===== src/design/b64enc_pkg.sv =====
package b64enc_pkg;

  localparam int unsigned QueueDepthDef = 2;

  localparam logic [6:0] PadChar = 7'h3D;

  typedef struct packed {
    logic [3:0][6:0] chars;
    logic [1:0]      last_idx;
    logic            fin;
  } b64enc_entry_t;

  function automatic logic [6:0] b64enc_sym(input logic [5:0] v);
    logic [6:0] r;
    if (v < 6'd26) begin
      r = 7'h41 + {1'b0, v};
    end else if (v < 6'd52) begin
      r = 7'h61 + {1'b0, v - 6'd26};
    end else if (v < 6'd62) begin
      r = 7'h30 + {1'b0, v - 6'd52};
    end else if (v == 6'd62) begin
      r = 7'h2B;
    end else begin
      r = 7'h2F;
    end
    return r;
  endfunction

endpackage


===== src/design/b64enc_if.sv =====
interface b64enc_in_if;
  logic       valid;
  logic       ready;
  logic [7:0] data_byte;
  logic       final_byte;

  modport source (output valid, output data_byte, output final_byte, input ready);
  modport sink (input valid, input data_byte, input final_byte, output ready);
endinterface

interface b64enc_out_if;
  logic       valid;
  logic       ready;
  logic [6:0] ascii_char;
  logic       final_char;

  modport source (output valid, output ascii_char, output final_char, input ready);
  modport sink (input valid, input ascii_char, input final_char, output ready);
endinterface


===== src/design/base64_stream_encoder.sv =====
// Channel  Dir  Payload                          Transaction
// in_i     in   data_byte[7:0], final_byte       valid && ready
// out_o    out  ascii_char[6:0], final_char      valid && ready
//
// Each byte yields one entry of one to four characters, formed combinationally.
// The output register emits one character per cycle while out_o is ready
// and the queue is not empty, four characters per three bytes on average.
// Input stalls only when the entry queue is full; reset clears group state.
module base64_stream_encoder import b64enc_pkg::*; #(
  parameter int unsigned QueueDepth = QueueDepthDef
) (
  input  logic          clk_i,
  input  logic          rst_ni,
  b64enc_in_if.sink     in_i,
  b64enc_out_if.source  out_o
);

  logic          push_valid, push_ready, pop_valid, pop_ready;
  b64enc_entry_t push_entry, pop_entry;

  b64enc_front u_front (
    .clk_i        (clk_i),
    .rst_ni       (rst_ni),
    .in_i         (in_i),
    .push_valid_o (push_valid),
    .push_ready_i (push_ready),
    .push_entry_o (push_entry)
  );

  b64enc_fifo #(
    .Depth (QueueDepth)
  ) u_fifo (
    .clk_i        (clk_i),
    .rst_ni       (rst_ni),
    .push_valid_i (push_valid),
    .push_ready_o (push_ready),
    .push_entry_i (push_entry),
    .pop_valid_o  (pop_valid),
    .pop_ready_i  (pop_ready),
    .pop_entry_o  (pop_entry)
  );

  b64enc_back u_back (
    .clk_i     (clk_i),
    .rst_ni    (rst_ni),
    .q_valid_i (pop_valid),
    .q_pop_o   (pop_ready),
    .q_entry_i (pop_entry),
    .out_o     (out_o)
  );

endmodule


===== src/design/b64enc_front.sv =====
module b64enc_front import b64enc_pkg::*; (
  input  logic          clk_i,
  input  logic          rst_ni,
  b64enc_in_if.sink     in_i,
  output logic          push_valid_o,
  input  logic          push_ready_i,
  output b64enc_entry_t push_entry_o
);

  logic [1:0]    pos_q, pos_d;
  logic [3:0]    left_q, left_d;
  logic          accept;
  logic [7:0]    b;
  logic          fin;
  b64enc_entry_t entry;

  assign in_i.ready   = push_ready_i;
  assign push_valid_o = in_i.valid;
  assign push_entry_o = entry;
  assign accept       = in_i.valid && push_ready_i;
  assign b            = in_i.data_byte;
  assign fin          = in_i.final_byte;

  always_comb begin
    entry.chars    = {4{PadChar}};
    entry.last_idx = 2'd0;
    entry.fin      = fin;
    pos_d          = pos_q;
    left_d         = left_q;
    case (pos_q)
      2'd1: begin
        entry.chars[0] = b64enc_sym({left_q[1:0], b[7:4]});
        if (fin) begin
          entry.chars[1] = b64enc_sym({b[3:0], 2'b00});
          entry.chars[2] = PadChar;
          entry.last_idx = 2'd2;
          pos_d          = 2'd0;
          left_d         = 4'd0;
        end else begin
          pos_d  = 2'd2;
          left_d = b[3:0];
        end
      end
      2'd2: begin
        entry.chars[0] = b64enc_sym({left_q, b[7:6]});
        entry.chars[1] = b64enc_sym(b[5:0]);
        entry.last_idx = 2'd1;
        pos_d          = 2'd0;
        left_d         = 4'd0;
      end
      default: begin
        entry.chars[0] = b64enc_sym(b[7:2]);
        if (fin) begin
          entry.chars[1] = b64enc_sym({b[1:0], 4'b0000});
          entry.chars[2] = PadChar;
          entry.chars[3] = PadChar;
          entry.last_idx = 2'd3;
          pos_d          = 2'd0;
          left_d         = 4'd0;
        end else begin
          pos_d  = 2'd1;
          left_d = {2'b00, b[1:0]};
        end
      end
    endcase
  end

  always_ff @(posedge clk_i or negedge rst_ni) begin
    if (!rst_ni) begin
      pos_q  <= 2'd0;
      left_q <= 4'd0;
    end else if (accept) begin
      pos_q  <= pos_d;
      left_q <= left_d;
    end
  end

  a_pos_range: assert property (@(posedge clk_i) disable iff (!rst_ni)
    pos_q != 2'd3) else $error("group position out of range");

  a_fin_restart: assert property (@(posedge clk_i) disable iff (!rst_ni)
    accept && fin |=> pos_q == 2'd0 && left_q == 4'd0)
    else $error("final byte did not restart the group");

endmodule


===== src/design/b64enc_fifo.sv =====
module b64enc_fifo import b64enc_pkg::*; #(
  parameter int unsigned Depth = QueueDepthDef
) (
  input  logic          clk_i,
  input  logic          rst_ni,
  input  logic          push_valid_i,
  output logic          push_ready_o,
  input  b64enc_entry_t push_entry_i,
  output logic          pop_valid_o,
  input  logic          pop_ready_i,
  output b64enc_entry_t pop_entry_o
);

  localparam int unsigned IdxW = (Depth > 1) ? $clog2(Depth) : 1;
  localparam int unsigned CntW = $clog2(Depth + 1);

  b64enc_entry_t entries_q [Depth];
  logic [IdxW-1:0] wptr_q, wptr_d, rptr_q, rptr_d;
  logic [CntW-1:0] cnt_q, cnt_d;
  logic            push, pop;

  assign push_ready_o = cnt_q != CntW'(Depth);
  assign pop_valid_o  = cnt_q != '0;
  assign pop_entry_o  = entries_q[rptr_q];
  assign push         = push_valid_i && push_ready_o;
  assign pop          = pop_ready_i && pop_valid_o;

  always_comb begin
    wptr_d = wptr_q;
    rptr_d = rptr_q;
    cnt_d  = cnt_q;
    if (push) begin
      wptr_d = (wptr_q == IdxW'(Depth - 1)) ? '0 : wptr_q + 1'b1;
    end
    if (pop) begin
      rptr_d = (rptr_q == IdxW'(Depth - 1)) ? '0 : rptr_q + 1'b1;
    end
    if (push && !pop) begin
      cnt_d = cnt_q + 1'b1;
    end else if (pop && !push) begin
      cnt_d = cnt_q - 1'b1;
    end
  end

  always_ff @(posedge clk_i or negedge rst_ni) begin
    if (!rst_ni) begin
      wptr_q <= '0;
      rptr_q <= '0;
      cnt_q  <= '0;
    end else begin
      wptr_q <= wptr_d;
      rptr_q <= rptr_d;
      cnt_q  <= cnt_d;
    end
  end

  always_ff @(posedge clk_i) begin
    if (push) begin
      entries_q[wptr_q] <= push_entry_i;
    end
  end

  a_cnt_bound: assert property (@(posedge clk_i) disable iff (!rst_ni)
    cnt_q <= CntW'(Depth)) else $error("queue count overflow");

  a_ptr_gap: assert property (@(posedge clk_i) disable iff (!rst_ni)
    cnt_q == '0 || cnt_q == CntW'(Depth) |-> wptr_q == rptr_q)
    else $error("queue pointers disagree with count");

endmodule


===== src/design/b64enc_back.sv =====
module b64enc_back import b64enc_pkg::*; (
  input  logic          clk_i,
  input  logic          rst_ni,
  input  logic          q_valid_i,
  output logic          q_pop_o,
  input  b64enc_entry_t q_entry_i,
  b64enc_out_if.source  out_o
);

  logic [1:0] idx_q, idx_d;
  logic       out_valid_q, out_valid_d;
  logic [6:0] char_q;
  logic       fin_q;
  logic       load, take, last;

  assign load    = !out_valid_q || out_o.ready;
  assign take    = load && q_valid_i;
  assign last    = idx_q == q_entry_i.last_idx;
  assign q_pop_o = take && last;

  assign out_o.valid      = out_valid_q;
  assign out_o.ascii_char = char_q;
  assign out_o.final_char = fin_q;

  always_comb begin
    out_valid_d = load ? q_valid_i : out_valid_q;
    idx_d       = idx_q;
    if (take) begin
      idx_d = last ? 2'd0 : idx_q + 2'd1;
    end
  end

  always_ff @(posedge clk_i or negedge rst_ni) begin
    if (!rst_ni) begin
      out_valid_q <= 1'b0;
      idx_q       <= 2'd0;
    end else begin
      out_valid_q <= out_valid_d;
      idx_q       <= idx_d;
    end
  end

  always_ff @(posedge clk_i) begin
    if (take) begin
      char_q <= q_entry_i.chars[idx_q];
      fin_q  <= q_entry_i.fin && last;
    end
  end

  a_idx_bound: assert property (@(posedge clk_i) disable iff (!rst_ni)
    q_valid_i |-> idx_q <= q_entry_i.last_idx)
    else $error("character index past end of entry");

endmodule

===== src/flat_wrapper.sv =====
// flat-port wrapper written by rule: the top's interface ports become plain ports
module base64_stream_encoder_flat import b64enc_pkg::*;
#(
  parameter int unsigned QueueDepth = QueueDepthDef
)
  (clk_i, rst_ni, in_i_valid, in_i_data_byte, in_i_final_byte, in_i_ready, out_o_valid, out_o_ascii_char, out_o_final_char, out_o_ready);
  b64enc_in_if in_i_i ();
  b64enc_out_if out_o_i ();
  input  logic clk_i;
  input  logic rst_ni;
  input wire logic [$bits(in_i_i.valid)-1:0] in_i_valid;
  input wire logic [$bits(in_i_i.data_byte)-1:0] in_i_data_byte;
  input wire logic [$bits(in_i_i.final_byte)-1:0] in_i_final_byte;
  output wire logic [$bits(in_i_i.ready)-1:0] in_i_ready;
  output wire logic [$bits(out_o_i.valid)-1:0] out_o_valid;
  output wire logic [$bits(out_o_i.ascii_char)-1:0] out_o_ascii_char;
  output wire logic [$bits(out_o_i.final_char)-1:0] out_o_final_char;
  input wire logic [$bits(out_o_i.ready)-1:0] out_o_ready;
  assign in_i_i.valid = in_i_valid;
  assign in_i_i.data_byte = in_i_data_byte;
  assign in_i_i.final_byte = in_i_final_byte;
  assign in_i_ready = in_i_i.ready;
  assign out_o_valid = out_o_i.valid;
  assign out_o_ascii_char = out_o_i.ascii_char;
  assign out_o_final_char = out_o_i.final_char;
  assign out_o_i.ready = out_o_ready;
  base64_stream_encoder #(.QueueDepth(QueueDepth)) u_core (.clk_i(clk_i), .rst_ni(rst_ni), .in_i(in_i_i), .out_o(out_o_i));
endmodule

===== config.mk =====
export PLATFORM = sky130hd
export DESIGN_NAME = base64_stream_encoder_flat
export DESIGN_NICKNAME = d
export VERILOG_FILES = /design/src/design/b64enc_pkg.sv /design/src/design/b64enc_if.sv /design/src/design/base64_stream_encoder.sv /design/src/design/b64enc_front.sv /design/src/design/b64enc_fifo.sv /design/src/design/b64enc_back.sv /design/src/flat_wrapper.sv
export SDC_FILE = /design/constraint.sdc
export NUM_CORES = 1
export LEC_CHECK = 0
export BUFFER_PORTS_ARGS = -buffer_cell sky130_fd_sc_hd__buf_2
export CORE_ASPECT_RATIO = 2
export CORE_MARGIN = 10
export CORE_UTILIZATION = 45
export DETAILED_ROUTE_END_ITERATION = 10
export GPL_ROUTABILITY_DRIVEN = 0
export PLACE_DENSITY = 0.63
export SLEW_MARGIN = 10
export SYNTH_ARGS = -nofsm -noshare
export SYNTH_HDL_FRONTEND = slang
export SYNTH_SLANG_ARGS = --single-unit

===== constraint.sdc =====
create_clock -name clk_i -period 6.04 [get_ports clk_i]
set_input_delay 1.208 -clock clk_i [delete_from_list [all_inputs] [get_ports clk_i]]
set_output_delay 1.208 -clock clk_i [all_outputs]
set_load 0.005 [all_outputs]

Word level (Yosys, flattened, before mapping)
Memories as Yosys holds them, arrays and structs flattened.
Index checks and enable logic that the tools add are counted.
{ "word_totals": {"ram_bits": 62, "output_inout_bits": 10, "reg_bits": 21, "elab_cells": 130, "in_bits": 13, "memories": 1} }
{ "mem_list": {"columns": ["name", "depth", "width", "read_ports", "rd_clocked_by_memory_dff", "write_ports", "line", "source"], "rows": [
  ["u_core.u_fifo.entries_q", 2, 31, 1, 0, 1, "b64enc_fifo.sv:17", "b64enc_entry_t entries_q [Depth];"]
]} }
{ "op_classes": {"muxes": 44, "add_sub_neg": 35, "n_eq_ne": 8, "magnitude_cmp": 19, "reduce_logical": 14} }
{ "op_table": {"columns": ["operator", "n"], "rows": [
  ["$mux W7", 22],
  ["$add A7 B6 Y7 const A", 12],
  ["$lt A6 B6 Y1 const B", 12],
  ["$add A6 B6 Y7 const A", 6],
  ["$lt A6 B5 Y1 const B", 6],
  ["$sub A6 B5 Y6 const B", 6],
  ["$sub A6 B6 Y6 const B", 6],
  ["$pmux W16 S2", 1],
  ["$eq A6 B6 Y1 const B", 4],
  ["$bmux W7 S2", 1],
  ["$mux W2", 7],
  ["$pmux W7 S2", 1],
  ["$mux W3", 4],
  ["$pmux W4 S2", 1],
  ["$logic_and A1 B1 Y1", 7],
  ["$mux W1", 5],
  ["$add A2 B1 Y2 const B", 2],
  ["$mux W4", 1],
  ["$pmux W2 S2", 1],
  ["$reduce_bool A2 Y1", 2],
  ["$logic_not A1 Y1", 3],
  ["$lt A2 B3 Y1 const B", 1],
  ["$add A1 B1 Y1 const B", 2],
  ["$eq A2 B1 Y1 const B", 1],
  ["other kinds (6)", 6]
]} }

Logic depth before layout (Yosys ltp)
Gate-level depths: netlist of the first run.
{ "logic_depth": {"word_depth": 8, "depth_mapped": 11, "mapped_depth_nobuf": 10} }

Hierarchy
From an unflattened synthesis of the first run, not the netlist that was laid out.
{ "unflattened": {"hier_cells": 535, "hier_area_um2": 6075.8} }
{ "modules_own_cells": {"columns": ["mod", "area_each_um2", "cells_per_inst", "seq_area_each_um2", "n_inst"], "rows": [
  ["b64enc_front", 2894.0, 385, 150.1, 1],
  ["b64enc_fifo", 2587.5, 115, 1961.9, 1],
  ["b64enc_back", 594.3, 35, 315.3, 1]
]} }

Worst setup path before layout of the first run
Ideal clock, no wire load.
{ "synth_path": {"path_type": "in2reg", "start": "input port in_i_data_byte[2]", "end": "memory u_core.u_fifo.entries_q[0][15] (netlist name) (data pin)", "setup_ns": 0.274, "arrival_time_ns": 3.228, "slack_ns": 2.538, "path_stages": 9, "n_path_buf": 1, "required_time_ns": 5.766, "path_cell_list": "clkbuf_1 -> inv_1 -> ha_1 -> a21o_4 -> xnor2_2 -> a311o_1 -> and3_4 -> o31a_1 -> a2bb2oi_1"} }
{ "synth_rtl": {"columns": ["element", "line", "source"], "rows": [
  ["start: declaration", "flat_wrapper.sv:12", "input wire logic [$bits(in_i_i.data_byte)-1:0] in_i_data_byte;"],
  ["end: declaration", "b64enc_fifo.sv:17", null]
]} }

==> Implementation_results.wiki, run 1 <==
{| class="wikitable"
! Metric !! Value
|-
| Total count of max-transition violations in the final report || 0
|-
| Share of layout cells above drive strength 1 || 0.0983
|-
| Largest net degree at the start of global routing || 19
|-
| Routed vias || between 3,000 and 4,000
|-
| Largest buffer count on any clock path || 2
|-
| Critical Path AT || around 3600 ps
|-
| Remaining antenna violation count || 0
|-
| Worst slew pin tran || between 900 and 1000 ps
|-
| Worst-path fanout max || 13
|-
| Post-Place Cell Area || 0.00473 mm2
|-
| Worst Hold Class || reg2reg
|-
| Number of standard cells after synthesis || 473
|-
| Total congestion overflow || 0
|-
| Startpoint of the worst hold path || u_core.u_fifo.wptr_q
|-
| Total iterations of the first detailed-routing run || 5
|-
| Category of the worst setup path capture point || flip-flop
|-
| Power Dens Cells || between 300 and 400 mW/mm2
|-
| Post-cts resize count || 0
|-
| Level count of the clock H-tree || 2
|-
| Number of hold violations in the final report || 0
|-
| Cell breakdown of the critical path || buf_2, inv_1, ha_1, nand2b_1, nor2_1, a221o_1, a21oi_1, o311ai_0, nand3_1
|-
| Delay of the slowest cell on the worst path || 560 ps
|-
| Reg2reg start || u_core.u_front.left_q[0]
|-
| Initial core utilization || 0.455
|-
| Clock period minus final worst setup slack || between 3000 and 4000 ps
|-
| Clock tree from TritonCTS || done
|-
| Initial antenna violation count || 0
|-
| Most frequent cells in the layout || ha_1 (44), nand2_1 (43), edfxtp_1 (42)
|-
| Total die area || 0.0148 mm2
|-
| Final layout net count || 534
|-
| Pwr Total || 1870 uW
|-
| GR Util All Layers || 0.156
|-
| Family with the most delay on the worst path || compound AO/OA/AOI/OAI gates
|-
| Area share of xor/xnor cells in the synthesized design || 0.0977
|-
| Most common cell after layout, fill and taps aside || ha_1
|-
| Clock sink count || 55
|-
| Number of placement rows || 52
|-
| Area share of fa/ha/maj cells after synthesis || 0.121
|-
| Portion of the post-synthesis area used by sequential elements || 0.348
|-
| Async set-or-reset flop fraction in the synthesized netlist || 0.236
|-
| Worst-case vdd ir drop || between 0.00015 and 0.0002 V
|-
| Reg2reg setup slack || 3030 ps
|-
| Detailed placement HPWL || 9020 um
|-
| Number of maximum-capacitance constraint violations || 0
|-
| Final setup violation count || 0
|-
| Horizontal extent of the die || 91.2 um
|-
| Post-synthesis instance area || 0.00456 mm2
|-
| Ratio of final minimum period to clock period || 0.599
|-
| Area of the placeable core || 0.0100 mm2
|-
| FF+latch count, synth || between 50 and 60
|-
| Compound-cell area share of the yosys netlist || 0.187
|-
| Clock root buffer || clkbuf_16
|-
| Worst Skew || between 3 and 4 ps
|-
| Clock latency on the worst-skew pair || 290 ps
|-
| Total leakage power || 0.00196 uW
|-
| Area fraction in and, or, nand and nor cells after synthesis || 0.144
|-
| EDFF count, synth || 42
|-
| Critical register-to-register path endpoint || u_core.u_fifo.entries_q[0][9]
|-
| CTS hold repair buffers || 0
|-
| Via count normalized by instance count || 5.93
|-
| Filler-free cell count of the finished design || between 600 and 700
|-
| Vias in the first global route || about 3,700
|-
| Worst-path clk slew || 70 ps
|-
| Number of cells traversed by the worst hold path || 1
|-
| Post-synth net total || 530
|-
| Result of the run || completed
|-
| Number of cells on the worst reg-to-reg path || 8
|-
| Number of library cell types mapped by synthesis || 61
|-
| Category of the critical setup timing path || in2reg
|-
| Portion of netlist area occupied by mux cells || 0.0590
|-
| Height of the die || between 150 and 200 um
|-
| Area growth from synthesis to layout || 6.67%
|-
| Wire length of the first global-routing pass || ~19,000 um
|-
| Total of buffers placed on input and output ports || 22
|-
| Total placed cells including tap cells || 605
|-
| Timing-limited maximum frequency || 0.276 GHz
|-
| WP data required || 6030 ps
|-
| Post CTS Setup Buffer Count || 0
|-
| Antenna Cells || 0
|-
| Worst Setup Start Kind || primary input
|-
| Critical path's slowest cell || o311ai_0
|-
| Prevailing post-synth register cell || edfxtp_1
|-
| Avg Synthesized Cell Area || 9.64 um2
|-
| Average wire length per cell after detail routing || between 15 and 20 um
|-
| Final standard cell area without fillers || about 0.0049 mm2
|-
| Top-level I/O count || 23
|-
| Num CTS Buffers || 5
|-
| Residual DRC count || 0
|-
| Worst path buffer plus inverter count || 2
|-
| Max_slew headroom || 0.387
|-
| Sum of negative setup slack || 0 ps
|-
| Total wire length after detailed routing || 11,500 um
|-
| Starting DRC count in detailed routing || 226
|-
| RSZ-0062 raised after global routing || false
|-
| Dominant combinational cell family by area after synthesis || compound AO/OA/AOI/OAI gates
|-
| Worst Hold End || u_core.u_fifo.wptr_q
|-
| Synth warn || 0
|}
## where the power goes
| group | switching, uW | internal [uW] | total [uW] | leakage, uW |
|---|---|---|---|---|
| Sequential | 115 | 614 | 729 | 0.000554 |
| Combinational | 496 | 368 | 864 | 0.00134 |
| Clock | 119 | 153 | 273 | 0.0000679 |
## cells in the mapped netlist, drive strengths merged, types with 6 or more instances
library cell  instances  area, um2
nand4                 6       37.5
mux4                  7        158
edfxtp               42       1260
ha                   44        551
clkbuf               17       63.8
inv                  20       75.1
xnor2                31        279
nor2b                 8       50.1
dfrtp                13        325
nand3                16       80.1
nand2                43        161
a21oi                32        160
a31oi                 6       37.5
mux2i                10        100
a211oi                7       52.6
o21ai                16       80.1
nor2                 28        105
buf                   9       56.3
xor2                 19        166
nand2b               12       75.1
a21o                 11       90.1
## worst max path at each step
stage,startpoint,to,slack [ps],cells past startpoint
after floorplan,in_i_data_byte[2],u_core.u_fifo.entries_q[0][15],2540,9
after CTS,in_i_data_byte[7],u_core.u_fifo.entries_q[0][9],2460,9
after global placement,in_i_data_byte[6],u_core.u_fifo.entries_q[0][4],2230,9
after global routing,in_i_data_byte[6],u_core.u_fifo.entries_q[1][7],2200,9
final,in_i_data_byte[7],u_core.u_fifo.entries_q[0][9],2420,9
after detailed placement,in_i_data_byte[6],u_core.u_fifo.entries_q[0][4],2150,9
## logic make-up after synthesis
kind of cell             after synthesis
XOR/XNOR                              50
AND/OR/NAND/NOR                      135
adder cells (fa/ha/maj)               44
AO/OA/AOI/OAI                        124
flip-flops                            55
multiplexers                          18
buffers and inverters                 47
## layout make-up
class,instances,area [um2]
fill,987,5150
multi-input combinational,371,2780
inverter,21,78.8
timing repair buffer,23,118
clock inverter,1,5.00
sequential,55,1590
tap,135,169
clock buffer,7,133
## worst reg2reg max path, stage by stage, from the launching register on
cell	delay [ps]
dfrtp_1	580
inv_1	260
ha_1	360
nand2b_1	180
nor2_1	280
a221o_1	210
a21oi_1	70
o311ai_0	560
nand3_1	230
## per-stage QoR
stage                util  hold WS, ps  setup WS [ps]
CTS                 0.486          493           2460
global placement    0.472          475           2230
finish              0.486          489           2420
global route        0.486          512           2200
detailed placement  0.472          483           2150
floorplan               -          461           2540
## registers in the layout, indices dropped and copies added (netlist names)
| register | flops |
|---|---|
| u_core.u_back.idx_q | 2 |
| u_core.u_back.out_o.ascii_char | 7 |
| u_core.u_back.out_o.final_char | 1 |
| u_core.u_back.out_o.valid | 1 |
| u_core.u_fifo.cnt_q | 2 |
| u_core.u_fifo.entries_q | 34 |
| u_core.u_fifo.rptr_q | 1 |
| u_core.u_fifo.wptr_q | 1 |
| u_core.u_front.left_q | 4 |
| u_core.u_front.pos_q | 2 |
## metal layers
metal	vias to the layer above	wire length, um	global-route usage
met1	1728	4150	0.156
met5	-	0	0
li1	1736	-	-
met4	0	714	0.105
met3	44	482	0.0259
met2	129	6150	0.288
Note: power is estimated with default switching activity, not from simulation.
==> inputs of run 2 (changes only) <==
==> constraint.sdc (replaced) <==
create_clock -name clk_i -period 3.61 [get_ports clk_i]
set_input_delay 0.722 -clock clk_i [delete_from_list [all_inputs] [get_ports clk_i]]
set_output_delay 0.722 -clock clk_i [all_outputs]
set_load 0.005 [all_outputs]
==> Implementation_results.wiki, run 2 (synthesized netlist as in run 1, its figures left out) <==
{| class="wikitable"
! Metric !! Value
|-
| Result of the run || completed
|-
| Antenna Cells || 0
|-
| Setup slack after layout || roughly 660 ps
|-
| Largest buffer count on any clock path || 2
|-
| WP data required || 3670 ps
|-
| Total leakage power || 0.00201 uW
|-
| Number of cells on the worst reg-to-reg path || 8
|-
| Timing-limited maximum frequency || 0.338 GHz
|-
| Post CTS Setup Buffer Count || 0
|-
| Power Dens Cells || 638 mW/mm2
|-
| Height of the die || approximately 160 um
|-
| Reg2reg start || u_core.u_front.left_q[0]
|-
| Share of the core filled with cells in the final layout || 0.494
|-
| Worst Skew || around 4.7 ps
|-
| Footprint of the flip-flops and latches || ~0.0016 mm2
|-
| Post-cts resize count || 0
|-
| Via count normalized by instance count || 5.87
|-
| Critical register-to-register path endpoint || u_core.u_fifo.entries_q[0][3]
|-
| Ratio of final minimum period to clock period || 0.818
|-
| Worst-case vdd ir drop || between 0.0003 and 0.0004 V
|-
| Register containing the most flip-flops in the final layout || u_core.u_fifo.entries_q
|-
| Initial core utilization || 0.455
|-
| Reg2reg setup slack || 680 ps
|-
| Category of the critical setup timing path || in2reg
|-
| Multi-input logic area || around 0.0028 mm2
|-
| CTS hold repair buffers || 0
|-
| Category of the worst setup path capture point || flip-flop
|-
| Total die area || 0.0148 mm2
|-
| Initial antenna violation count || 0
|-
| Filler instances || 956
|-
| Number of maximum-capacitance constraint violations || 0
|-
| Final setup violation count || 0
|-
| Clock tree from TritonCTS || done
|-
| Clock sink count || 55
|-
| Max_slew headroom || 0.475
|-
| Worst-path clk slew || around 70 ps
|-
| Clock latency on the worst-skew pair || between 200 and 300 ps
|-
| Total wire length after detailed routing || 11,700 um
|-
| Worst Setup Start Kind || primary input
|-
| Flip-flop count of the largest register after layout || 34
|-
| Vias in the first global route || around 3,800
|-
| Clock root buffer || clkbuf_16
|-
| Pre-CTS WS || 391 ps
|-
| Worst-path fanout max || 16
|-
| Wire length of the first global-routing pass || 19,300 um
|-
| Total of buffers placed on input and output ports || 22
|-
| Average wire length per cell after detail routing || 18.8 um
|-
| Post-Place Cell Area || 0.00480 mm2
|-
| Most common cell after layout, fill and taps aside || ha_1
|-
| Most frequent cells in the layout || ha_1 (44), nand2_1 (43), edfxtp_1 (42)
|-
| Area growth from synthesis to layout || 8.48%
|-
| Final layout net count || ~540
|-
| Critical Path AT || 3010 ps
|-
| Largest net degree at the start of global routing || 18
|-
| Num CTS Buffers || 5
|-
| Detailed placement HPWL || 9360 um
|-
| Remaining antenna violation count || 0
|-
| Total count of max-transition violations in the final report || 0
|-
| Worst Hold Class || in2async
|-
| Final standard cell area without fillers || 0.00495 mm2
|-
| Total iterations of the first detailed-routing run || 4
|-
| Area of the placeable core || 0.0100 mm2
|-
| Clock period minus final worst setup slack || 2950 ps
|-
| Number of hold violations in the final report || 0
|-
| Worst slew pin tran || 787 ps
|-
| GR Util All Layers || 0.161
|-
| Top-level I/O count || 23
|-
| Share of layout cells above drive strength 1 || 0.121
|-
| Starting DRC count in detailed routing || about 320
|-
| Total congestion overflow || 0
|-
| Level count of the clock H-tree || 2
|-
| Number of placement rows || 52
|-
| Sum of negative setup slack || 0 ps
|-
| RSZ-0062 raised after global routing || false
|-
| Horizontal extent of the die || 91.2 um
|-
| Residual DRC count || 0
|-
| Routed vias || 3,659
|}
[run 2: cell types whose count changed in the layout (fill, tap and decap cells not counted)]
cell | before | now
buf_4 | 1 | 11
clkbuf_1 | 2 | 0
clkinvlp_4 | 0 | 2
[run 2: area by class of cell]
cell class	instances	area share
Clock buffer	5	0.0253
Timing Repair Buffer	33	0.0389
Sequential cell	55	0.321
Multi-Input combinational cell	371	0.561
Inverter	21	0.0159
Tap cell	135	0.0341
Clock inverter	3	0.00405
[run 2: critical path, stage by stage]
cell and delay, ps:
buf_2 320, ha_1 540, a21o_1 230, xnor2_1 130
nor3_1 290, xnor2_1 100, a221o_1 300, a32oi_1 370
[run 2: worst max-delay path by stage]
stage                           start                             end  slack [ps]
floorplan           in_i_data_byte[2]  u_core.u_fifo.entries_q[0][15]         590
global placement    in_i_data_byte[5]   u_core.u_fifo.entries_q[0][7]         400
detailed placement  in_i_data_byte[5]   u_core.u_fifo.entries_q[0][8]         390
CTS                 in_i_data_byte[5]   u_core.u_fifo.entries_q[1][8]         680
global route        in_i_data_byte[5]   u_core.u_fifo.entries_q[1][7]         560
finish              in_i_data_byte[5]   u_core.u_fifo.entries_q[1][8]         660
[run 2: stage by stage]
stage                     std cells  hold slack (ps)  total power [uW]
after detailed placement        615              499              2690
after global routing            623              338              3400
after floorplan                 473              426              2250
after CTS                       623              330              3170
after global placement          615              475              2660
final                           623              314              3160
[run 2: report_power, final]
| part | total, uW | switching (uW) | internal (uW) | leakage (uW) |
|---|---|---|---|---|
| logic | 1460 | 829 | 635 | 0.00139 |
| registers | 1220 | 192 | 1030 | 0.000554 |
| clock network | 473 | 217 | 256 | 0.0000658 |
[run 2: routing by layer]
metal  global-route usage  share of wire
met1                0.155           0.36
met2                0.303           0.55
met3               0.0226          0.033
met4                0.114          0.063
met5                    0              0
